==> src/sv/tkdrs_pkg.sv <==
// Shared types and constants for the two-key descending record sorter.
`timescale 1ns / 1ps
`default_nettype none
package tkdrs_pkg;

  localparam int MAX_RECORDS_DEF = 16;
  localparam int PRICE_W         = 32;
  localparam int AMOUNT_W        = 32;
  localparam int TAG_W           = 4;

  typedef struct packed {
    logic [PRICE_W-1:0]  price;
    logic [AMOUNT_W-1:0] amount;
    logic [TAG_W-1:0]    tag;
  } rec_t;

  // chain-wide control, at most one of insert or drain per cycle
  typedef struct packed {
    logic insert;
    logic drain;
  } ctl_t;

  typedef enum logic {
    ST_FILL,
    ST_DRAIN
  } state_t;

endpackage : tkdrs_pkg
`default_nettype wire

==> src/sv/tkdrs_cell.sv <==
// One slot of the sorting chain: holds a record, compares it with the new word.
`timescale 1ns / 1ps
`default_nettype none
module tkdrs_cell (
  input  wire logic          clk,
  input  wire logic          rst_n,
  input  wire tkdrs_pkg::ctl_t ctl,
  input  wire tkdrs_pkg::rec_t new_rec,
  input  wire tkdrs_pkg::rec_t prev_rec,
  input  wire logic          prev_valid,
  input  wire logic          prev_ahead,
  input  wire tkdrs_pkg::rec_t next_rec,
  input  wire logic          next_valid,
  output tkdrs_pkg::rec_t    rec,
  output logic               valid,
  output logic               ahead
);
  import tkdrs_pkg::*;

  rec_t rec_r;
  logic valid_r;

  // held key >= new key; equal keys stay ahead so arrival order is kept
  assign ahead = valid_r &&
                 ((rec_r.price > new_rec.price) ||
                  ((rec_r.price == new_rec.price) && (rec_r.amount >= new_rec.amount)));

  always_ff @(posedge clk) begin
    if (ctl.insert && !ahead) begin
      rec_r <= prev_ahead ? new_rec : prev_rec;
    end else if (ctl.drain) begin
      rec_r <= next_rec;
    end
  end

  always_ff @(posedge clk) begin
    if (!rst_n) begin
      valid_r <= 1'b0;
    end else if (ctl.insert && !ahead) begin
      valid_r <= prev_ahead ? 1'b1 : prev_valid;
    end else if (ctl.drain) begin
      valid_r <= next_valid;
    end
  end

  assign rec   = rec_r;
  assign valid = valid_r;

endmodule : tkdrs_cell
`default_nettype wire

==> src/sv/two_key_descending_record_sorter.sv <==
// Top level: insertion chain of record cells with fill/drain control.
// A word is placed in the chain in the cycle it is taken; the first sorted
// word appears in the cycle after the word marked last is taken.
// One input word per cycle while filling; while draining, each accepted output word
// shifts the chain by one record, and the input is stalled throughout draining.
// Reset clears all slot valid bits and returns control to filling; record data is not reset.
`timescale 1ns / 1ps
`default_nettype none
module two_key_descending_record_sorter #(
  parameter int MAX_RECORDS = tkdrs_pkg::MAX_RECORDS_DEF
) (
  input  wire logic                            clk,
  input  wire logic                            rst_n,
  input  wire logic                            in_valid,
  output logic                                 in_stall,
  input  wire logic [tkdrs_pkg::PRICE_W-1:0]   in_price,
  input  wire logic [tkdrs_pkg::AMOUNT_W-1:0]  in_amount,
  input  wire logic [tkdrs_pkg::TAG_W-1:0]     in_tag,
  input  wire logic                            in_last_in,
  output logic                                 out_valid,
  input  wire logic                            out_stall,
  output logic [tkdrs_pkg::PRICE_W-1:0]        out_price,
  output logic [tkdrs_pkg::AMOUNT_W-1:0]       out_amount,
  output logic [tkdrs_pkg::TAG_W-1:0]          out_tag,
  output logic                                 out_last_out
);
  import tkdrs_pkg::*;

  state_t state_r, state_nxt;
  ctl_t   ctl;
  rec_t   new_rec;
  rec_t   cell_rec   [MAX_RECORDS];
  logic   cell_valid [MAX_RECORDS];
  logic   cell_ahead [MAX_RECORDS];
  logic   in_acc, out_acc;

  assign new_rec.price  = in_price;
  assign new_rec.amount = in_amount;
  assign new_rec.tag    = in_tag;

  assign in_acc  = in_valid && !in_stall;
  assign out_acc = out_valid && !out_stall;

  always_ff @(posedge clk) begin
    if (!rst_n) begin
      state_r <= ST_FILL;
    end else begin
      state_r <= state_nxt;
    end
  end

  always_comb begin
    state_nxt = state_r;
    unique case (state_r)
      ST_FILL: begin
        if (in_acc && in_last_in) state_nxt = ST_DRAIN;
      end
      ST_DRAIN: begin
        if (out_acc && !cell_valid[1]) state_nxt = ST_FILL;
      end
      default: state_nxt = ST_FILL;
    endcase
  end

  always_comb begin
    in_stall   = 1'b0;
    out_valid  = 1'b0;
    ctl.insert = 1'b0;
    ctl.drain  = 1'b0;
    unique case (state_r)
      ST_FILL: begin
        // input is never stalled while filling; a word arriving on a full chain is dropped
        ctl.insert = in_valid && !cell_valid[MAX_RECORDS-1];
      end
      ST_DRAIN: begin
        in_stall  = 1'b1;
        out_valid = cell_valid[0];
        ctl.drain = out_acc;
      end
      default: begin
        in_stall = 1'b1;
      end
    endcase
  end

  for (genvar i = 0; i < MAX_RECORDS; i++) begin : g_cell
    rec_t prev_rec, next_rec;
    logic prev_valid, prev_ahead, next_valid;

    if (i == 0) begin : g_head
      assign prev_rec   = new_rec;
      assign prev_valid = 1'b1;
      assign prev_ahead = 1'b1;
    end else begin : g_body
      assign prev_rec   = cell_rec[i-1];
      assign prev_valid = cell_valid[i-1];
      assign prev_ahead = cell_ahead[i-1];
    end

    if (i == MAX_RECORDS - 1) begin : g_tail
      assign next_rec   = cell_rec[i];
      assign next_valid = 1'b0;
    end else begin : g_mid
      assign next_rec   = cell_rec[i+1];
      assign next_valid = cell_valid[i+1];
    end

    tkdrs_cell u_cell (
      .clk        (clk),
      .rst_n      (rst_n),
      .ctl        (ctl),
      .new_rec    (new_rec),
      .prev_rec   (prev_rec),
      .prev_valid (prev_valid),
      .prev_ahead (prev_ahead),
      .next_rec   (next_rec),
      .next_valid (next_valid),
      .rec        (cell_rec[i]),
      .valid      (cell_valid[i]),
      .ahead      (cell_ahead[i])
    );
  end

  assign out_price    = cell_rec[0].price;
  assign out_amount   = cell_rec[0].amount;
  assign out_tag      = cell_rec[0].tag;
  assign out_last_out = !cell_valid[1];

endmodule : two_key_descending_record_sorter
`default_nettype wire
==> config.mk <==
export PLATFORM = sky130hd
export DESIGN_NAME = two_key_descending_record_sorter
export DESIGN_NICKNAME = d
export VERILOG_FILES = /design/src/sv/tkdrs_pkg.sv /design/src/sv/tkdrs_cell.sv /design/src/sv/two_key_descending_record_sorter.sv
export SDC_FILE = /design/constraint.sdc
export NUM_CORES = 2
export LEC_CHECK = 0
export ABC_AREA = 1
export ABC_CLOCK_PERIOD_IN_PS = 5550
export BUFFER_PORTS_ARGS = -buffer_cell sky130_fd_sc_hd__buf_2
export CORE_ASPECT_RATIO = 1.4
export CORE_MARGIN = 2
export CORE_UTILIZATION = 55
export DETAILED_ROUTE_END_ITERATION = 10
export HOLD_SLACK_MARGIN = 0.15
export PLACE_DENSITY_LB_ADDON = 0.25
export SYNTH_ARGS = -nofsm -noshare
export SYNTH_HDL_FRONTEND = slang
export SYNTH_SLANG_ARGS = --single-unit
export TNS_END_PERCENT = 20
==> constraint.sdc <==
create_clock -name clk -period 5.55 [get_ports clk]
set_clock_uncertainty 0.05 [all_clocks]
set_input_delay 0.2775 -clock clk [delete_from_list [all_inputs] [get_ports clk]]
set_output_delay 0.2775 -clock clk [all_outputs]
set_load 0.05 [all_outputs]
# Word level (Yosys, flattened, before mapping)
# Cells that the tools add are included.
[word_totals] ff_bits=1105 output_inout_bits=71 mem_bits_rw=0 romBits=0 n_memories=0 latch_bits=0
[classes] reduce_logical=105 n_div=0 n_addsub=0 n_eq_ne=16 muxes=99 shifts=0 magnitude_cmp=32 n_bitwise=1 n_mul=0
[op_table] op="$mux 68" count=45
[op_table] op="$eq 32x32->1" count=16
[op_table] op="$ge 32x32->1" count=16
[op_table] op="$gt 32x32->1" count=16
[op_table] op="$logic_and 1x1->1" count=53
[op_table] op="$mux 1" count=53
[op_table] op="$reduce_bool 2->1" count=16
[op_table] op="$logic_not 1->1" count=20
[op_table] op="$logic_or 1x1->1" count=16
[op_table] op="$pmux 1 s2" count=1
[op_table] op="$not 1->1" count=1

# Longest topological paths before layout
[logic_depth] depth_word=7 mapped_depth=21

# Modules after synthesis
# From an unflattened synthesis, not the netlist that was laid out.
[unflattened] cells_unflattened=10863 area_unflattened_um2=84398.4
[by_module_without_submodules] module="tkdrs_cell" seq_area_each_um2=2062.0 n_inst=16 cells_per_inst=678 area_per_inst_um2=5270.1
[by_module_without_submodules] module="two_key_descending_record_sorter" seq_area_each_um2=20.0 n_inst=1 cells_per_inst=15 area_per_inst_um2=77.6

# Worst setup path after synthesis
# No wires, ideal clock.
[synth_timing] path_type="input-to-reg" start="in in_amount[11] (netlist name)" end="reg g_cell[10].u_cell.rec_r, in the netlist g_cell[10].u_cell.rec[0] (enable)" setup_slack_ps=1160 stages=16 arrival_ps=3912 cell_sequence="inv_1 -> clkbuf_1 -> ha_1 -> nand2_1 -> nor2_1 -> and2_1 -> nand2_1 -> nand3_1 -> o21ai_0 -> nand3_1 -> nand3_1 -> nand2_1 -> buf_2 -> buf_4 -> buf_6 -> nand2_1"
[synth_between] elab_chain_len=7
[synth_rtl] item="start, declared" line_no="two_key_descending_record_sorter.sv:17" source="input wire logic [tkdrs_pkg::AMOUNT_W-1:0] in_amount,"
[synth_rtl] item="$ge 32x32->1" line_no="tkdrs_cell.sv:26" source="((rec_r.price == new_rec.price) && (rec_r.amount >= new_rec.amount)));"
[synth_rtl] item="$logic_and 1x1->1" line_no="tkdrs_cell.sv:26"
[synth_rtl] item="$logic_or 1x1->1" line_no="tkdrs_cell.sv:25" source="((rec_r.price > new_rec.price) ||"
[synth_rtl] item="$logic_and 1x1->1" line_no="tkdrs_cell.sv:24" source="assign ahead = valid_r &&"
[synth_rtl] item="$logic_not 1->1" line_no="tkdrs_cell.sv:29" source="if (ctl.insert && !ahead) begin"
[synth_rtl] item="$logic_and 1x1->1" line_no="tkdrs_cell.sv:29"
[synth_rtl] item="$reduce_bool 2->1 (no line)"
[synth_rtl] item="end signal, assigned" line_no="tkdrs_cell.sv:30" source="rec_r <= prev_ahead ? new_rec : prev_rec;"
[synth_rtl] item="end signal, assigned" line_no="tkdrs_cell.sv:32" source="rec_r <= next_rec;"
[synth_rtl] item="end, declared" line_no="tkdrs_cell.sv:20" source="rec_t rec_r;"
# No other way between the ends.
# A chain may end at the register's enable or synchronous reset.

# Worst setup path after layout
[layout_timing] start="in in_price[25] (netlist name)" end="reg g_cell[3].u_cell.valid_r"
[layout_between] elab_chain_len=7 elab_cells_between_ends=15 classes_between="order compare: 2; eq/ne: 2; mux: 2; reduce/logical: 9"
[layout_rtl] item="start, declared" line_no="two_key_descending_record_sorter.sv:16" source="input wire logic [tkdrs_pkg::PRICE_W-1:0] in_price,"
[layout_rtl] item="parallel branches: the longest is 7 deep, another holds $gt 32x32->1"
[layout_rtl] item="end signal, assigned" line_no="tkdrs_cell.sv:40" source="valid_r <= prev_ahead ? 1'b1 : prev_valid;"
[layout_rtl] item="end signal, assigned" line_no="tkdrs_cell.sv:42" source="valid_r <= next_valid;"
[layout_rtl] item="end, declared" line_no="tkdrs_cell.sv:21" source="logic valid_r;"
# Several ways; the timed one is not identified.

==> flow_summary_export.csv <==
group,metric,value,unit
power,combPwrFrac,0.290,
yosys,syn_inst,10100,
yosys,synth_top_family_by_area,"simple AND/OR/NAND/NOR gates",
timing,period_share,0.810,
yosys,yosysTopAreaCell,"edfxtp_1",
yosys,synthArstFlopShare,0,
finish,antenna_cells,0,
yosys,synth_compound_area_frac,0.140,
clock_network,cts_tree,"built",
grt,grtUsageTotal,0.337,
timing,setup_tns,0,ps
grt,grt_start_max_net_pins,138,
worst_setup_path,path_max_fanout,38,
power,p_per_area,328,mW/mm²
yosys,synth_commonest_cells,"3928 x nand2_1, 1358 x o21ai_0, 1088 x edfxtp_1, 960 x ha_1, 740 x inv_1",
timing,maxSlewViolCount,0,
timing,max_freq,0.222,GHz
placed_design,gp_congestion,0.950,
yosys,synthMuxAreaShare,0,
worst_setup_path,cp-start-kind,"primary input",
yosys,synth.top_cell.area_share,0.410,
power,max-vdd-ir-drop,0.268,mV
hold_path,hp-start,"in_amount[0]",
clock_network,clk_latency,790,ps
floorplanning,die_w,326,µm
clock_network,cts_max_level,3,
power,p_sw_frac,0.357,
yosys,ys_seq_area_frac,0.414,
worst_setup_path,critPathKind,"in -> reg",
worst_setup_path,cp.arrival,5160,ps
grt,antenna_found_initial,4,
outcome,outcome,"finished clean",
yosys,syn_area_per_cell,7.90,µm²
finish,fin_area,0.0870,mm²
route,firstDrtPassIters,6,
route,avgRoutedWirePerCell,21.0,µm
clock_network,clk_path_buf_depth,3,
yosys,synth_xor_area_frac,0,
worst_setup_path,cp-end-kind,"flip-flop",
grt,grt_first_pass_wirelength,387000,µm
power,pwr-share-seq,0.421,
clock_network,cts_resized,0,
yosys,synthSimpleGateAreaFrac,0.227,
worst_setup_path,r2r-start,"g_cell[5].u_cell.rec[67]",
yosys,synth_fa_ha_area_frac,0.151,
placed_design,dpl.hpwl,185000,µm
yosys,synth_nets,11100,
placed_design,portBuffers,143,
timing,setup_viol,0,
timing,hold_viol,0,
power,clkPwrFrac,0.289,
route,dr_total_vias,70600,
hold_path,min_path_type,"in -> reg",
worst_setup_path,cp.required,6220,ps
route,drc,0,
route,wl,254000,µm
route,dr.first_iter.drc_count,7129,
timing,tightestPinTransition,1090,ps
clock_network,numCtsBuffers,116,
floorplanning,rows,165,
timing,finalCriticalPeriod,4490,ps
timing,rsz0062_at_grt,"false",
power,internal-power,18400,µW
timing,max_slew_margin,0.269,
clock_network,clk_root_buffer_cell,"clkbuf_16",
finish,drive_gt1_frac,0.0570,
placed_design,place_area,0.0824,mm²
floorplanning,core_area,0.144,mm²
grt,grt_pass1_vias,69000,
job,cap_violations,0,
grt,overflow,0,
yosys,synth.distinct_cells,45,
worst_setup_path,cp-startpoint,"in_price[25]",
yosys,ys_ff_latch,1105,
yosys,synth_area,0.0796,mm²
floorplanning,start_util,0.553,
route,vias_per_cell,5.84,
yosys,synth_flop_cell,"edfxtp_1",
clock_network,clock-sinks,1105,
finish,synthToLayoutAreaGrowth,9.19,%
timing,timing.hold.ws,288,ps
clock_network,clkTransAtPathRegs,70,ps
yosys,synth_edf_count,1088,
floorplanning,die_area,0.148,mm²
yosys,yosysWarnings,0,
route,ant_nets,0,
yosys,synthTopCellsByArea,"edfxtp_1 41%, nand2_1 19%, ha_1 15%, o21ai_0 8.5%, inv_1 3.5%",
floorplanning,top_level_ports,144,
finish,nets,11100,
floorplanning,fp.dieH,454,µm
yosys,synth.most_common_cell,"nand2_1",
power,power.leakage,0.0415,µW
power,p_sw,10200,µW
==> cells in the final DEF, fill, tap and decap left out, types with 6 or more instances in the layout <==
cell type      instances
nand3_4               15
bufinv_16             16
buf_12                34
clkinv_1              22
edfxtp_1            1088
o211ai_1              57
buf_4                148
o211ai_2              19
o21ai_1              130
a21oi_1              479
a21o_1                13
nand3b_1              11
nand4_1              133
clkbuf_16            117
inv_1                739
o21ai_0             1358
ha_1                 960
clkinv_2              21
inv_2                  9
nand3_1              159
nand2_1             3904
dfxtp_1               16
buf_2                143
o21a_1                48
nand2_4               28
o21bai_1              27
dlygate4sd3_1         74
nor4_1                 6
clkbuf_1              31
nor2_1               301
nor3_1                17
and2_1                 7
==> metrics by stage <==
stage / worst slack, ps / power (µW) / instances / util
floorplan: 1160 / 17500 / 10100 / -
global placement: 922 / 19900 / 11800 / 0.572
detailed placement: 897 / 20300 / 11800 / 0.572
CTS: 1140 / 28500 / 12100 / 0.603
global route: 892 / 30100 / 12100 / 0.603
finish: 1060 / 28600 / 12100 / 0.603
==> worst max-delay path, stage by stage <==
cell           delay [ps]
dlygate4sd3_1         510
buf_2                 190
inv_1                 250
buf_4                 280
ha_1                  320
nand2_1                90
nor2_1                 90
and2_1                340
nand3_1               130
nor2_1                450
nand2_1               100
nor2_1                150
nand2_1               200
nand3_4               140
nand2_4               290
buf_4                 460
nand2_1               130
nand2_1                50
a21oi_1               110
dlygate4sd3_1         570
==> path summary, 6_finish.rpt <==
path / endpoint / slack (ps) / cells past startpoint
worst max-delay path: g_cell[3].u_cell.valid / 1060 / 20
worst min-delay path: g_cell[2].u_cell.rec[4] / 290 / 3
worst max register to register: g_cell[5].u_cell.rec[30] / 1260 / 13
worst min register to register: g_cell[14].u_cell.rec[59] / 470 / 2
==> registers in the layout (all words and copies together), names as in the netlist <==
signal               count
g_cell.u_cell.rec     1088
g_cell.u_cell.valid     16
state_r                  1
==> logic make-up after synthesis <==
kind of cell    count (synthesis)
simple gates                 4603
flops                        1105
fa+ha+maj                     960
compound gates               2133
buf+inv                      1280
==> per-layer routing <==
layer	up-vias	GRT usage	share of wire
met5	-	0	0.000051
met1	32600	0.385	0.36
li1	34000	-	-
met4	2	0.232	0.072
met2	3214	0.589	0.49
met3	878	0.0426	0.076
==> cell type report <==
cell class	count	area (µm²)
Fill cell	12900	57100
Clock inverter	68	763
Timing Repair Buffer	399	3250
Multi-Input combinational cell	7696	41600
Inverter	752	2830
Clock buffer	150	3070
Tap cell	1920	2400
Sequential cell	1105	33000
==> timing repair <==
| item | in CTS | in global routing |
|---|---|---|
| endpoints found under the hold margin | 389 | 0 |
| hold buffers | 74 | 0 |
| buffers inserted | 0 | 0 |
==> power by group through the flow <==
stage	clock network, µW	logic [µW]	registers (µW)
2_1_floorplan	0	5460	12100
3_3_place_gp	0	7800	12100
3_5_place_dp	0	8090	12200
4_1_cts	8310	8190	12000
5_1_grt	8580	9350	12200
6_report	8250	8280	12000
No activity file was read; power rests on OpenSTA's default activity.
